File: src/running_mean_std_dev_defines.svh
// assertion macros shared by the running mean / deviation rtl
// no dependencies; included by files that carry concurrent checks
`ifndef RUNNING_MEAN_STD_DEV_DEFINES_SVH
`define RUNNING_MEAN_STD_DEV_DEFINES_SVH

// condition must hold in the same cycle as the trigger
`define RMSD_ASSERT_NOW(lbl, ck, rn, ante, cons) \
    lbl: assert property (@(posedge ck) disable iff (!(rn)) (ante) |-> (cons)) \
        else $error("rmsd same-cycle check failed");

// condition must hold in the cycle after the trigger
`define RMSD_ASSERT_NEXT(lbl, ck, rn, ante, cons) \
    lbl: assert property (@(posedge ck) disable iff (!(rn)) (ante) |=> (cons)) \
        else $error("rmsd next-cycle check failed");

`endif

File: src/rmsd_pkg.sv
// shared types and codes for the running mean / deviation block
// no dependencies
`timescale 1ns / 1ps
`default_nettype none

package rmsd_pkg;

    localparam logic [1:0] OP_ADD    = 2'd0;
    localparam logic [1:0] OP_CLEAR  = 2'd1;
    localparam logic [1:0] OP_REPORT = 2'd2;

    localparam logic [23:0] MEAN_POS_MAX = 24'h7FFFFF;
    localparam logic [23:0] MEAN_NEG_MAX = 24'h800000;
    localparam logic [23:0] DEV_MAX      = 24'hFFFFFF;
    localparam logic [15:0] COUNT_OUT_MAX = 16'hFFFF;

    typedef struct packed {
        logic [1:0]         operation;
        logic signed [15:0] sample;
    } item_t;

    typedef struct packed {
        logic [15:0]        sample_count;
        logic signed [23:0] mean_q8;
        logic [23:0]        deviation_q8;
        logic               empty_res;
        logic               saturated;
    } result_t;

    typedef enum logic [2:0] {
        BK_IDLE,
        BK_MUL,
        BK_MDIV,
        BK_SQRT,
        BK_DDIV,
        BK_DONE
    } back_state_t;

endpackage

`default_nettype wire

File: src/rmsd_front.sv
// front part: accumulates count, sum and sum of squares, flags reports
// depends on rmsd_pkg
`timescale 1ns / 1ps
`default_nettype none

module rmsd_front
    import rmsd_pkg::*;
#(
    parameter int SAMPLE_BITS = 16,
    parameter int COUNT_BITS  = 16
)(
    input  logic                                     clk,
    input  logic                                     rst_n,
    input  logic                                     accept,
    input  item_t                                    item,
    output logic [COUNT_BITS-1:0]                    count,
    output logic signed [SAMPLE_BITS+COUNT_BITS-1:0] sum,
    output logic [2*SAMPLE_BITS+COUNT_BITS-3:0]      sqsum,
    output logic                                     sat,
    output logic                                     report
);

    localparam int SUM_W = SAMPLE_BITS + COUNT_BITS;
    localparam int SQ_W  = 2 * SAMPLE_BITS + COUNT_BITS - 2;
    localparam int RAW_W = (SAMPLE_BITS > 16) ? SAMPLE_BITS : 16;

    logic [COUNT_BITS-1:0]     count_reg;
    logic signed [SUM_W-1:0]   sum_reg;
    logic [SQ_W-1:0]           sqsum_reg;
    logic                      sat_reg;

    logic [RAW_W-1:0]          raw_ext;
    logic [SAMPLE_BITS-1:0]    raw;
    logic [SAMPLE_BITS-1:0]    mag;
    logic [2*SAMPLE_BITS-1:0]  square;

    // low sample bits read as two's complement
    assign raw_ext = RAW_W'($unsigned(item.sample));
    assign raw     = raw_ext[SAMPLE_BITS-1:0];
    assign mag     = raw[SAMPLE_BITS-1] ? SAMPLE_BITS'(~raw + 1'b1) : raw;
    assign square  = {{SAMPLE_BITS{1'b0}}, mag} * {{SAMPLE_BITS{1'b0}}, mag};

    always_ff @(posedge clk or negedge rst_n) begin
        if (!rst_n)
        begin
            count_reg <= '0;
            sum_reg   <= '0;
            sqsum_reg <= '0;
            sat_reg   <= 1'b0;
        end
        else if (accept)
        begin
            unique case (item.operation)
                OP_ADD:
                begin
                    if (&count_reg)
                    begin
                        sat_reg <= 1'b1;
                    end
                    else
                    begin
                        count_reg <= count_reg + 1'b1;
                        sum_reg   <= sum_reg + SUM_W'($signed(raw));
                        sqsum_reg <= sqsum_reg + SQ_W'(square);
                    end
                end
                OP_CLEAR:
                begin
                    count_reg <= '0;
                    sum_reg   <= '0;
                    sqsum_reg <= '0;
                    sat_reg   <= 1'b0;
                end
                default:
                begin
                    // report reads state only, unused code is dropped
                end
            endcase
        end
    end

    assign count  = count_reg;
    assign sum    = sum_reg;
    assign sqsum  = sqsum_reg;
    assign sat    = sat_reg;
    assign report = accept && (item.operation == OP_REPORT);

endmodule

`default_nettype wire

File: src/rmsd_fifo.sv
// two-entry queue of accumulator snapshots between front and back
// no package dependencies
`timescale 1ns / 1ps
`default_nettype none

module rmsd_fifo #(
    parameter int WIDTH = 8
)(
    input  logic             clk,
    input  logic             rst_n,
    input  logic             wr_en,
    input  logic [WIDTH-1:0] wr_data,
    output logic             full,
    input  logic             rd_en,
    output logic [WIDTH-1:0] rd_data,
    output logic             empty
);

    logic [WIDTH-1:0] data_reg [2];
    logic             wr_ptr_reg;
    logic             rd_ptr_reg;
    logic [1:0]       fill_reg;
    logic             do_wr;
    logic             do_rd;

    assign full  = (fill_reg == 2'd2);
    assign empty = (fill_reg == 2'd0);
    assign do_wr = wr_en && !full;
    assign do_rd = rd_en && !empty;

    always_ff @(posedge clk or negedge rst_n) begin
        if (!rst_n)
        begin
            wr_ptr_reg <= 1'b0;
            rd_ptr_reg <= 1'b0;
            fill_reg   <= 2'd0;
        end
        else
        begin
            if (do_wr)
            begin
                wr_ptr_reg <= ~wr_ptr_reg;
            end
            if (do_rd)
            begin
                rd_ptr_reg <= ~rd_ptr_reg;
            end
            if (do_wr && !do_rd)
            begin
                fill_reg <= fill_reg + 2'd1;
            end
            else if (do_rd && !do_wr)
            begin
                fill_reg <= fill_reg - 2'd1;
            end
        end
    end

    always_ff @(posedge clk) begin
        if (do_wr)
        begin
            data_reg[wr_ptr_reg] <= wr_data;
        end
    end

    assign rd_data = data_reg[rd_ptr_reg];

endmodule

`default_nettype wire

File: src/rmsd_back.sv
// back part: serial multiply, divide and square root for one report
// depends on rmsd_pkg
`timescale 1ns / 1ps
`default_nettype none

module rmsd_back
    import rmsd_pkg::*;
#(
    parameter int SAMPLE_BITS = 16,
    parameter int COUNT_BITS  = 16
)(
    input  logic                                     clk,
    input  logic                                     rst_n,
    input  logic                                     snap_valid,
    output logic                                     snap_pop,
    input  logic [COUNT_BITS-1:0]                    snap_count,
    input  logic signed [SAMPLE_BITS+COUNT_BITS-1:0] snap_sum,
    input  logic [2*SAMPLE_BITS+COUNT_BITS-3:0]      snap_sqsum,
    input  logic                                     snap_sat,
    output logic                                     empty,
    input  logic                                     pop,
    output result_t                                  result
);

    localparam int SUM_W = SAMPLE_BITS + COUNT_BITS;
    localparam int MW    = SUM_W - 1;
    localparam int PW    = 2 * MW;
    localparam int VW    = PW + 16;
    localparam int RW    = VW / 2;
    localparam int DIVW  = MW + 8;
    localparam int CW    = $clog2(DIVW + 1);
    localparam int EXW   = (DIVW > 25) ? DIVW : 25;
    localparam int NW    = (COUNT_BITS > 16) ? COUNT_BITS : 16;

    back_state_t state_reg, state_next;

    logic [CW-1:0]         step_reg;
    logic                  out_valid_reg;
    result_t               result_reg;

    logic [COUNT_BITS-1:0] n_reg;
    logic                  neg_reg;
    logic                  sat_reg;
    logic [MW-1:0]         mag_reg;
    logic [PW-1:0]         a_mcand_reg, b_mcand_reg, acc_a_reg, acc_b_reg;
    logic [COUNT_BITS-1:0] a_mplier_reg;
    logic [MW-1:0]         b_mplier_reg;
    logic [DIVW-1:0]       dq_reg;
    logic [COUNT_BITS:0]   dr_reg;
    logic [VW-1:0]         x_reg;
    logic [RW+1:0]         rem_reg;
    logic [RW-1:0]         root_reg;
    logic [23:0]           mean_reg;
    logic [23:0]           dev_reg;

    logic                  step_done;
    logic                  iterating;
    logic                  out_load;
    logic [SUM_W-1:0]      snap_abs;
    logic [MW-1:0]         snap_mag;
    logic [COUNT_BITS:0]   dr_sh, dr_new;
    logic                  div_ge;
    logic [DIVW-1:0]       dq_new;
    logic [RW+1:0]         rem_sh, rem_new, trial;
    logic                  sq_ge;
    logic [RW-1:0]         root_new;
    logic [PW-1:0]         var_diff;
    logic [EXW-1:0]        q_ext;
    logic [EXW-1:0]        q_neg;
    logic [23:0]           mean_val;
    logic [23:0]           dev_val;
    logic [NW-1:0]         n_ext;

    assign snap_abs = snap_sum[SUM_W-1] ? SUM_W'(~snap_sum + 1'b1) : SUM_W'(snap_sum);
    assign snap_mag = snap_abs[MW-1:0];

    // restoring divide step, one quotient bit
    assign dr_sh  = {dr_reg[COUNT_BITS-1:0], dq_reg[DIVW-1]};
    assign div_ge = (dr_sh >= {1'b0, n_reg});
    assign dr_new = div_ge ? (dr_sh - {1'b0, n_reg}) : dr_sh;
    assign dq_new = {dq_reg[DIVW-2:0], div_ge};

    // square root step, two radicand bits per root bit
    assign rem_sh   = {rem_reg[RW-1:0], x_reg[VW-1:VW-2]};
    assign trial    = {root_reg, 2'b01};
    assign sq_ge    = (rem_sh >= trial);
    assign rem_new  = sq_ge ? (rem_sh - trial) : rem_sh;
    assign root_new = {root_reg[RW-2:0], sq_ge};

    assign var_diff = acc_a_reg - acc_b_reg;

    // clamp quotients into the 24-bit result fields
    assign q_ext    = EXW'(dq_new);
    assign q_neg    = ~q_ext + 1'b1;
    assign mean_val = neg_reg
                    ? ((q_ext > EXW'(MEAN_NEG_MAX)) ? MEAN_NEG_MAX : q_neg[23:0])
                    : ((q_ext > EXW'(MEAN_POS_MAX)) ? MEAN_POS_MAX : q_ext[23:0]);
    assign dev_val  = (q_ext > EXW'(DEV_MAX)) ? DEV_MAX : q_ext[23:0];
    assign n_ext    = NW'(n_reg);

    always_comb begin
        unique case (state_reg)
            BK_MUL:  step_done = (step_reg == CW'(MW - 1));
            BK_MDIV: step_done = (step_reg == CW'(DIVW - 1));
            BK_SQRT: step_done = (step_reg == CW'(RW - 1));
            BK_DDIV: step_done = (step_reg == CW'(DIVW - 1));
            default: step_done = 1'b0;
        endcase
    end

    assign iterating = (state_reg == BK_MUL) || (state_reg == BK_MDIV)
                    || (state_reg == BK_SQRT) || (state_reg == BK_DDIV);

    always_ff @(posedge clk or negedge rst_n) begin
        if (!rst_n)
        begin
            state_reg <= BK_IDLE;
        end
        else
        begin
            state_reg <= state_next;
        end
    end

    always_comb begin
        state_next = state_reg;
        snap_pop   = 1'b0;
        out_load   = 1'b0;
        unique case (state_reg)
            BK_IDLE:
            begin
                if (snap_valid)
                begin
                    snap_pop   = 1'b1;
                    state_next = (snap_count == '0) ? BK_DONE : BK_MUL;
                end
            end
            BK_MUL:
            begin
                if (step_done)
                begin
                    state_next = BK_MDIV;
                end
            end
            BK_MDIV:
            begin
                if (step_done)
                begin
                    state_next = BK_SQRT;
                end
            end
            BK_SQRT:
            begin
                if (step_done)
                begin
                    state_next = BK_DDIV;
                end
            end
            BK_DDIV:
            begin
                if (step_done)
                begin
                    state_next = BK_DONE;
                end
            end
            BK_DONE:
            begin
                if (!out_valid_reg || pop)
                begin
                    out_load   = 1'b1;
                    state_next = BK_IDLE;
                end
            end
            default:
            begin
                state_next = BK_IDLE;
            end
        endcase
    end

    always_ff @(posedge clk or negedge rst_n) begin
        if (!rst_n)
        begin
            step_reg      <= '0;
            out_valid_reg <= 1'b0;
        end
        else
        begin
            if (iterating && !step_done)
            begin
                step_reg <= step_reg + 1'b1;
            end
            else
            begin
                step_reg <= '0;
            end
            if (out_load)
            begin
                out_valid_reg <= 1'b1;
            end
            else if (pop)
            begin
                out_valid_reg <= 1'b0;
            end
        end
    end

    always_ff @(posedge clk) begin
        unique case (state_reg)
            BK_IDLE:
            begin
                if (snap_pop)
                begin
                    n_reg        <= snap_count;
                    neg_reg      <= snap_sum[SUM_W-1];
                    sat_reg      <= snap_sat;
                    mag_reg      <= snap_mag;
                    a_mcand_reg  <= PW'(snap_sqsum);
                    a_mplier_reg <= snap_count;
                    b_mcand_reg  <= PW'(snap_mag);
                    b_mplier_reg <= snap_mag;
                    acc_a_reg    <= '0;
                    acc_b_reg    <= '0;
                    mean_reg     <= '0;
                    dev_reg      <= '0;
                end
            end
            BK_MUL:
            begin
                // n * sumsq and |sum| * |sum| side by side
                if (a_mplier_reg[0])
                begin
                    acc_a_reg <= acc_a_reg + a_mcand_reg;
                end
                if (b_mplier_reg[0])
                begin
                    acc_b_reg <= acc_b_reg + b_mcand_reg;
                end
                a_mcand_reg  <= a_mcand_reg << 1;
                b_mcand_reg  <= b_mcand_reg << 1;
                a_mplier_reg <= a_mplier_reg >> 1;
                b_mplier_reg <= b_mplier_reg >> 1;
                if (step_done)
                begin
                    dq_reg <= {mag_reg, 8'b0};
                    dr_reg <= '0;
                end
            end
            BK_MDIV:
            begin
                dq_reg <= dq_new;
                dr_reg <= dr_new;
                if (step_done)
                begin
                    mean_reg <= mean_val;
                    x_reg    <= {var_diff, 16'b0};
                    rem_reg  <= '0;
                    root_reg <= '0;
                end
            end
            BK_SQRT:
            begin
                x_reg    <= x_reg << 2;
                rem_reg  <= rem_new;
                root_reg <= root_new;
                if (step_done)
                begin
                    dq_reg <= root_new;
                    dr_reg <= '0;
                end
            end
            BK_DDIV:
            begin
                dq_reg <= dq_new;
                dr_reg <= dr_new;
                if (step_done)
                begin
                    dev_reg <= dev_val;
                end
            end
            BK_DONE:
            begin
                if (out_load)
                begin
                    result_reg.sample_count <= (n_ext > NW'(COUNT_OUT_MAX))
                                             ? COUNT_OUT_MAX : n_ext[15:0];
                    result_reg.mean_q8      <= $signed(mean_reg);
                    result_reg.deviation_q8 <= dev_reg;
                    result_reg.empty_res    <= (n_reg == '0);
                    result_reg.saturated    <= sat_reg;
                end
            end
            default:
            begin
            end
        endcase
    end

    assign empty  = !out_valid_reg;
    assign result = result_reg;

endmodule

`default_nettype wire

File: src/running_mean_std_dev.sv
// add and clear items: one per cycle while the queue is not full, applied in the cycle they are taken
// report: snapshot queued, then serial multiply, mean divide, square root and deviation divide in the back end
// back end runs one report at a time; a 2-deep snapshot queue buffers further reports
// push is refused (full) while that queue holds two waiting reports
// async active-low reset clears accumulators, saturation flag, queue and result valid flag
`timescale 1ns / 1ps
`default_nettype none
`include "running_mean_std_dev_defines.svh"

module running_mean_std_dev
    import rmsd_pkg::*;
#(
    parameter int SAMPLE_BITS = 16,
    parameter int COUNT_BITS  = 16
)(
    input  logic    clk,
    input  logic    rst_n,
    input  logic    push,
    output logic    full,
    input  item_t   item,
    output logic    empty,
    input  logic    pop,
    output result_t result
);

    localparam int SUM_W  = SAMPLE_BITS + COUNT_BITS;
    localparam int SQ_W   = 2 * SAMPLE_BITS + COUNT_BITS - 2;
    localparam int SNAP_W = COUNT_BITS + SUM_W + SQ_W + 1;
    // count reported once the counter has pinned at its top value
    localparam int unsigned SAT_COUNT = (COUNT_BITS >= 16) ? 65535 : ((1 << COUNT_BITS) - 1);

    // accepted item strobe
    logic                    accept;

    // live accumulators from the front
    logic [COUNT_BITS-1:0]   acc_count;
    logic signed [SUM_W-1:0] acc_sum;
    logic [SQ_W-1:0]         acc_sqsum;
    logic                    acc_sat;
    logic                    report;

    // snapshot queue toward the back
    logic [SNAP_W-1:0]       snap_wr;
    logic [SNAP_W-1:0]       snap_rd;
    logic                    snap_empty;
    logic                    snap_pop;

    logic [COUNT_BITS-1:0]   snap_count;
    logic signed [SUM_W-1:0] snap_sum;
    logic [SQ_W-1:0]         snap_sqsum;
    logic                    snap_sat;

    assign accept = push && !full;

    // front: every item lands here; add and clear finish in this cycle
    rmsd_front #(
        .SAMPLE_BITS (SAMPLE_BITS),
        .COUNT_BITS  (COUNT_BITS)
    ) u_front (
        .clk    (clk),
        .rst_n  (rst_n),
        .accept (accept),
        .item   (item),
        .count  (acc_count),
        .sum    (acc_sum),
        .sqsum  (acc_sqsum),
        .sat    (acc_sat),
        .report (report)
    );

    // a report freezes the accumulators as they stand before any later item
    assign snap_wr = {acc_count, acc_sum, acc_sqsum, acc_sat};

    rmsd_fifo #(
        .WIDTH (SNAP_W)
    ) u_fifo (
        .clk     (clk),
        .rst_n   (rst_n),
        .wr_en   (report),
        .wr_data (snap_wr),
        .full    (full),
        .rd_en   (snap_pop),
        .rd_data (snap_rd),
        .empty   (snap_empty)
    );

    assign snap_count = snap_rd[SNAP_W-1 -: COUNT_BITS];
    assign snap_sum   = $signed(snap_rd[SQ_W+SUM_W : SQ_W+1]);
    assign snap_sqsum = snap_rd[SQ_W:1];
    assign snap_sat   = snap_rd[0];

    // back: multiply, mean divide, square root, deviation divide, then result register
    rmsd_back #(
        .SAMPLE_BITS (SAMPLE_BITS),
        .COUNT_BITS  (COUNT_BITS)
    ) u_back (
        .clk        (clk),
        .rst_n      (rst_n),
        .snap_valid (!snap_empty),
        .snap_pop   (snap_pop),
        .snap_count (snap_count),
        .snap_sum   (snap_sum),
        .snap_sqsum (snap_sqsum),
        .snap_sat   (snap_sat),
        .empty      (empty),
        .pop        (pop),
        .result     (result)
    );

    // an add with the counter pinned must leave the sticky flag set
    `RMSD_ASSERT_NEXT(a_sat_sticky, clk, rst_n, accept && (item.operation == OP_ADD) && (&acc_count), acc_sat)

    // an accepted report is waiting in the queue on the next cycle
    `RMSD_ASSERT_NEXT(a_report_queued, clk, rst_n, report, !snap_empty)

    // an empty report carries zero count, mean and deviation
    `RMSD_ASSERT_NOW(a_empty_zero, clk, rst_n, !empty && result.empty_res, (result.sample_count == '0) && (result.mean_q8 == '0) && (result.deviation_q8 == '0))

    // saturation is only reported with the counter at its top
    `RMSD_ASSERT_NOW(a_sat_count, clk, rst_n, !empty && result.saturated, result.sample_count == 16'(SAT_COUNT))

endmodule

`default_nettype wire
File: config.mk
export PLATFORM = sky130hd
export DESIGN_NAME = running_mean_std_dev
export DESIGN_NICKNAME = d
export VERILOG_FILES = /design/src/rmsd_pkg.sv /design/src/rmsd_front.sv /design/src/rmsd_fifo.sv /design/src/rmsd_back.sv /design/src/running_mean_std_dev.sv
export VERILOG_INCLUDE_DIRS = /design/src /design/src/src
export SDC_FILE = /design/constraint.sdc
export NUM_CORES = 2
export LEC_CHECK = 0
export BUFFER_PORTS_ARGS = -buffer_cell sky130_fd_sc_hd__buf_2
export CAP_MARGIN = 20
export CORE_ASPECT_RATIO = 1.4
export CORE_UTILIZATION = 45
export CTS_CLUSTER_SIZE = 40
export DETAILED_ROUTE_END_ITERATION = 7
export GPL_TIMING_DRIVEN = 0
export PLACE_DENSITY = 0.59
export SYNTH_ARGS = -nofsm -noshare
export SYNTH_HDL_FRONTEND = slang
export SYNTH_SLANG_ARGS = --single-unit
File: constraint.sdc
create_clock -name clk -period 24.2 [get_ports clk]
set_input_delay 1.21 -clock clk [delete_from_list [all_inputs] [get_ports clk]]
set_output_delay 1.21 -clock clk [all_outputs]
set_load 0.02 [all_outputs]
======== Word-level counts from Yosys, hierarchy flattened ========
Memories as Yosys holds them, arrays and structs flattened.
Cells that the tools add are included.
word-level totals
  register bits ........................... 778
  RAM bits ................................ 190
  input port bits ......................... 22
  output and inout port bits .............. 68
  memories ................................ 1
memory list
  memory           words  width  read ports  clocked after Yosys merged registers in  wr ports  line             source
  u_fifo.data_reg  2      95     1           0                                        1         rmsd_fifo.sv:19  logic [WIDTH-1:0] data_reg [2];
cells by class
  add/subtract/negate cells ............... 14
  multipliers ............................. 1
  magnitude comparators ................... 6
  equality and inequality tests ........... 22
  mux-type cells .......................... 65
  bitwise gates (word level) .............. 5
  reduce and logical (&&, ||, !) cells .... 48
operators with widths
  kind                   count
  $pmux 62 s2            4
  $mux 62                5
  $mux 39                5
  $mux 24                7
  $pmux 39 s2            2
  $pmux 78 s2            1
  $add 62x62->62         2
  $pmux 39 s3            1
  $pmux 16 s2            3
  $pmux 24 s2            2
  $pmux 46 s2            1
  $mux 16                5
  $gt 39x24->1 const B   2
  $mux 78                1
  $pmux 32 s2            1
  $mux 31                2
  $pmux 31 s2            1
  $sub 62x62->62         1
  $add 46x32->46         1
  $mux 46                1
  $ge 41x41->1           1
  $gt 39x23->1 const B   1
  $sub 39x39->39         1
  $add 16x1->16 const B  2
  other kinds (44)       108

======== Logic depth before layout (Yosys ltp) ========
  depth in word-level cells ............... 9
  gate-level depth with buffers ........... 35

======== Modules after synthesis ========
A second synthesis with hierarchy kept.
second synthesis, totals
  cells, all modules ...................... 6,071
  area total of the unflattened synthesis .. 62,199.7 µm²
by module, submodules not included
  module                instances  cells each  area an instance (µm²)  sequential area each (µm²)
  rmsd_back             1          4,126       40,666.5                19,859.0
  rmsd_front            1          1,628       14,262.4                2,377.3
  rmsd_fifo             1          315         7,253.2                 5,805.6
  running_mean_std_dev  1          2           17.5                    0.0

======== Worst setup path before layout ========
OpenSTA, ideal clock, no wires.
  path type ............................... reg-to-reg
  start ................................... reg u_back.state_reg[0]
  end ..................................... reg u_back.rem_reg[0], enable pin
  library setup time ...................... 835 ps
  arrival ................................. 11,548 ps
  path slack .............................. 11,818 ps
  cell stages (with the launch flop) ...... 9
  path buffers ............................ 2
  period minus slack after synthesis ...... 12,382 ps
  cell sequence ........................... dfrtp_1 > clkbuf_1 > or3b_2 > clkbuf_1 > nand2_1 > o211ai_1 > o41ai_1 > nand4_1 > o21ai_0
between the ends
  cells in the longest elaborated chain, start to end .. 5
  elaborated cells on any way between the ends .. 9
  classes of those cells .................. eq/ne (5); mux (1); reduce/logical (3)
ends and longest elaborated chain
  element                                          line                                source
  start, declared                                  rmsd_back.sv:35                     back_state_t state_reg, state_next;
  start signal, assigned                           rmsd_back.sv:121                    state_reg <= state_next;
  $eq 3x3->1 / $eq 3x2->1 (equally long branches)  rmsd_back.sv:102, rmsd_back.sv:209
  $reduce_or 3->1 (no line)                        --
  $pmux 1 s2                                       rmsd_back.sv:102                    unique case (state_reg)
  $ne 2x1->1 (no line)                             --
  $reduce_and 2->1 (no line) *                     --
  end signal, assigned                             rmsd_back.sv:264                    rem_reg <= rem_new;
  end, declared                                    rmsd_back.sv:51                     logic [RW+1:0] rem_reg;
Every way passes the cells marked *; elsewhere a longest branch is shown, timed or not.
A chain may end at the register's enable or synchronous reset.

======== Worst setup path in the final report ========
  start ................................... in item[0] (netlist name)
  end ..................................... reg u_front.sqsum_reg[36] (netlist: u_front.sqsum[36])
between the ends
  cells in the longest elaborated chain, start to end .. 7
ends and longest elaborated chain
  element               line                        source
  start, declared       running_mean_std_dev.sv:20  input item_t item,
  $not 16->16           rmsd_front.sv:40            assign mag = raw[SAMPLE_BITS-1] ? SAMPLE_BITS'(~raw + 1'b1) : raw;
  $add 16x1->16         rmsd_front.sv:40
  $mux 16 *             rmsd_front.sv:40
  $mul 16x16->32 *      rmsd_front.sv:41            assign square = {{SAMPLE_BITS{1'b0}}, mag} * {{SAMPLE_BITS{1'b0}}, mag};
  $add 46x32->46 *      rmsd_front.sv:64            sqsum_reg <= sqsum_reg + SQ_W'(square);
  $mux 46 *             rmsd_front.sv:56            if (&count_reg)
  $pmux 46 s2 *         rmsd_front.sv:53            unique case (item.operation)
  end signal, assigned  rmsd_front.sv:64
  end, declared         rmsd_front.sv:29            logic [SQ_W-1:0] sqsum_reg;
Every way passes the cells marked *; elsewhere a longest branch is shown, timed or not. The select of a mux whose other input is x is not followed.

==> flow_summary_export.csv <==
group,metric,value,unit
layout,fillCellCount,11960,
timing,clock_skew,82.7,ps
die,start_util,45.5,%
die,io_pins,90,
timing,max_slew.worst_pin.slew,1120,ps
global_routing,antenna_found_initial,2,
clock_tree,h-tree-depth,3,
layout,drive_gt1_share,5.80,%
placement,placed_cells,7591,
global_routing,grt_pass1_wl,237,mm
status,status,"finished clean",
placement,hpwl,120,mm
clock_tree,cts_sinks,952,
timing,fin_setup_tns,0,ps
clock_tree,numCtsBuffers,93,
layout,layoutNonFillerInstCount,7768,
synthesis,netlist_area,0.0598,mm²
global_routing,use_met3,1.97,%
setup_path,cp_max_fo,10,
setup_path,critPathLaunchType,"input port",
synthesis,avgSynthCellArea,10.5,µm²
global_routing,grt_pass1_vias,42292,
synthesis,synth_edf_count,843,
global_routing,grt_max_degree,67,
route,viasPerCell,5.44,
timing,max_slew_margin,25.3,%
placement,place.gp.congestion,0.936,
clock_tree,post-cts-setup-buffers,0,
timing,setup_viol,0,
synthesis,yosys_warnings,0,
min_path,hold_class,"reg2reg",
die,die_width,310,µm
clock_tree,clk-insertion-delay-late,740,ps
clock_tree,clk_pin_slew_worst_paths,60,ps
global_routing,grtUsageTotal,22.9,%
layout,area_growth,10.8,%
job,timing.max_cap.violations,0,
setup_path,critPathTopFamily,"adder cells",
synthesis,ys_types,79,
placement,portBuffers,88,
setup_path,required,24710,ps
route,drtAntennaViolNets,0,
route,vias,42221,
timing,finalCriticalPeriod,11240,ps
setup_path,max_stage_delay,900,ps
global_routing,met2_usage,42.1,%
synthesis,syn-instance-count,5719,
clock_tree,cts_tree,"yes",
clock_tree,clockBufferDepth,3,
synthesis,synth-seq-cells,952,
clock_tree,cts_hold_repair.buffers,0,
die,die-area,0.134,mm²
layout,largest_reg_flops,190,
layout,final_cell_mix,"843 x edfxtp_1, 551 x inv_1, 538 x nor2_1, 427 x nand2_1, 418 x a21oi_1",
route,firstDrtPassIters,6,
layout,num-nets-final,6544,
setup_path,path_buf_inv,9,
timing,max_freq,89.0,MHz
layout,final_util,50.5,%
die,fp-row-count,157,
synthesis,async_flop_share,11.4,%
timing,fin_crit_sh,46.4,%
setup_path,cp.arrival,11750,ps
global_routing,grt_most_used_layer,"met2",
setup_path,crit_type,"in2reg",
global_routing,overflow,0,
route,postRouteWirelength,153,mm
setup_path,cpMaxStageDelayCell,"xor2_1",
synthesis,ys.flop_type,"edfxtp_1",
clock_tree,root_buffer,"clkbuf_16",
setup_path,critPathCaptureType,"flop",
placement,dpl_worst_slack,12480,ps
timing,postLayoutSetupSlackWorst,12960,ps
route,drc_errors,0,
global_routing,use_met1,27.0,%
die,core_area,0.131,mm²
timing,slew_violations,0,
setup_path,crit_top_cell,"fa_1",
clock_tree,ctsResizeCount,0,
layout,layout_commonest_cell,"edfxtp_1",
die,die_h,433,µm
timing,hold_viol_final,0,
synthesis,yosysSeqAreaShare,46.9,%
timing,rsz0062_at_grt,"false",
route,wl_per_cell,19.6,µm
route,drt-initial-drc-count,2716,
[kinds of logic after synthesis]
family                     synth area share (%)
adders and majority gates                  14.7
xor gates and xnor gates                   5.08
muxes                                      2.04
AOI/OAI and AO/OA                          14.2
buffers and inverters                      4.98
and+or+nand+nor                            12.1
other                                    0.0126
DFF                                        46.9
[worst reg2reg max path, cell delays in order (launching register included)]
cell and delay [ps]:
edfxtp_1 450, inv_1 70, ha_1 320, nor2b_1 130
o21ai_0 140, nand2b_1 110, a21o_1 190, a21o_1 190
a31oi_1 370, o311ai_1 240, o211ai_1 440, nand2_1 350
inv_1 150, buf_2 270, buf_1 500, ha_1 410
nand3_2 190, or4_4 530, a21o_1 220, clkbuf_1 240
nor4_1 310, o21ai_0 120, a31oi_1 230
[metal layers]
layer,share of wire (%),up-vias,wire [µm]
li1,-,20631,-
met1,40,20540,61500
met3,3.2,253,4870
met2,52,797,79800
met4,4.2,0,6380
met5,0,-,0
[cells in the mapped netlist, types with 44 or more instances]
cell | count | area (µm²)
edfxtp_1 | 843 | 25300
inv_1 | 552 | 2070
nor2_1 | 540 | 2030
nand2_1 | 430 | 1610
a21oi_1 | 418 | 2090
ha_1 | 385 | 4820
o21ai_0 | 305 | 1530
a21o_1 | 261 | 1960
fa_1 | 200 | 4000
clkbuf_1 | 189 | 709
xnor2_1 | 182 | 1590
xor2_1 | 165 | 1450
mux2i_1 | 115 | 1150
dfrtp_1 | 109 | 2730
and2_1 | 101 | 632
nor3_1 | 81 | 405
nand3_1 | 74 | 370
nand2b_1 | 71 | 444
nand4_1 | 70 | 438
o21a_1 | 52 | 390
o22ai_1 | 47 | 294
nor2b_1 | 44 | 275
[through the flow]
stage | cell area (µm²) | hold slack (ps)
global route | 66300 | 424
CTS | 66300 | 415
global placement | 62500 | 404
detailed placement | 63100 | 405
finish | 66300 | 416
floorplan | 59900 | 400
[final timing paths]
kind / start / to / slack (ps) / depth (start not counted)
worst max-delay path: item[0] / u_front.sqsum[36] / 12960 / 34
worst min-delay path: u_back.dev_reg[17] / u_back.result[19] / 420 / 0
worst max register to register: u_back.n_ext[1] / u_back.mean_reg[17] / 17820 / 22
worst min register to register: u_back.dev_reg[17] / u_back.result[19] / 420 / 0
max in group asynchronous: rst_n / u_front.sqsum[43] / 22910 / 2
min in group asynchronous: rst_n / u_back.step_reg[0] / 430 / 1
[area by class of cell]
class	instances	area, µm²	share of cell area, %
flip-flops and latches	952	28000	42.3
plain buffers	222	862	1.30
repair buffers	114	968	1.46
well taps	1749	2190	3.30
multi-input cells	3990	28900	43.6
clock buffers	104	2380	3.59
diodes	2	5.00	0.00755
clock inverters	71	822	1.24
inverters	564	2120	3.19
Power is not shown: default switching activity piles up to over one toggle a cycle in this logic, so the estimate is an artifact.
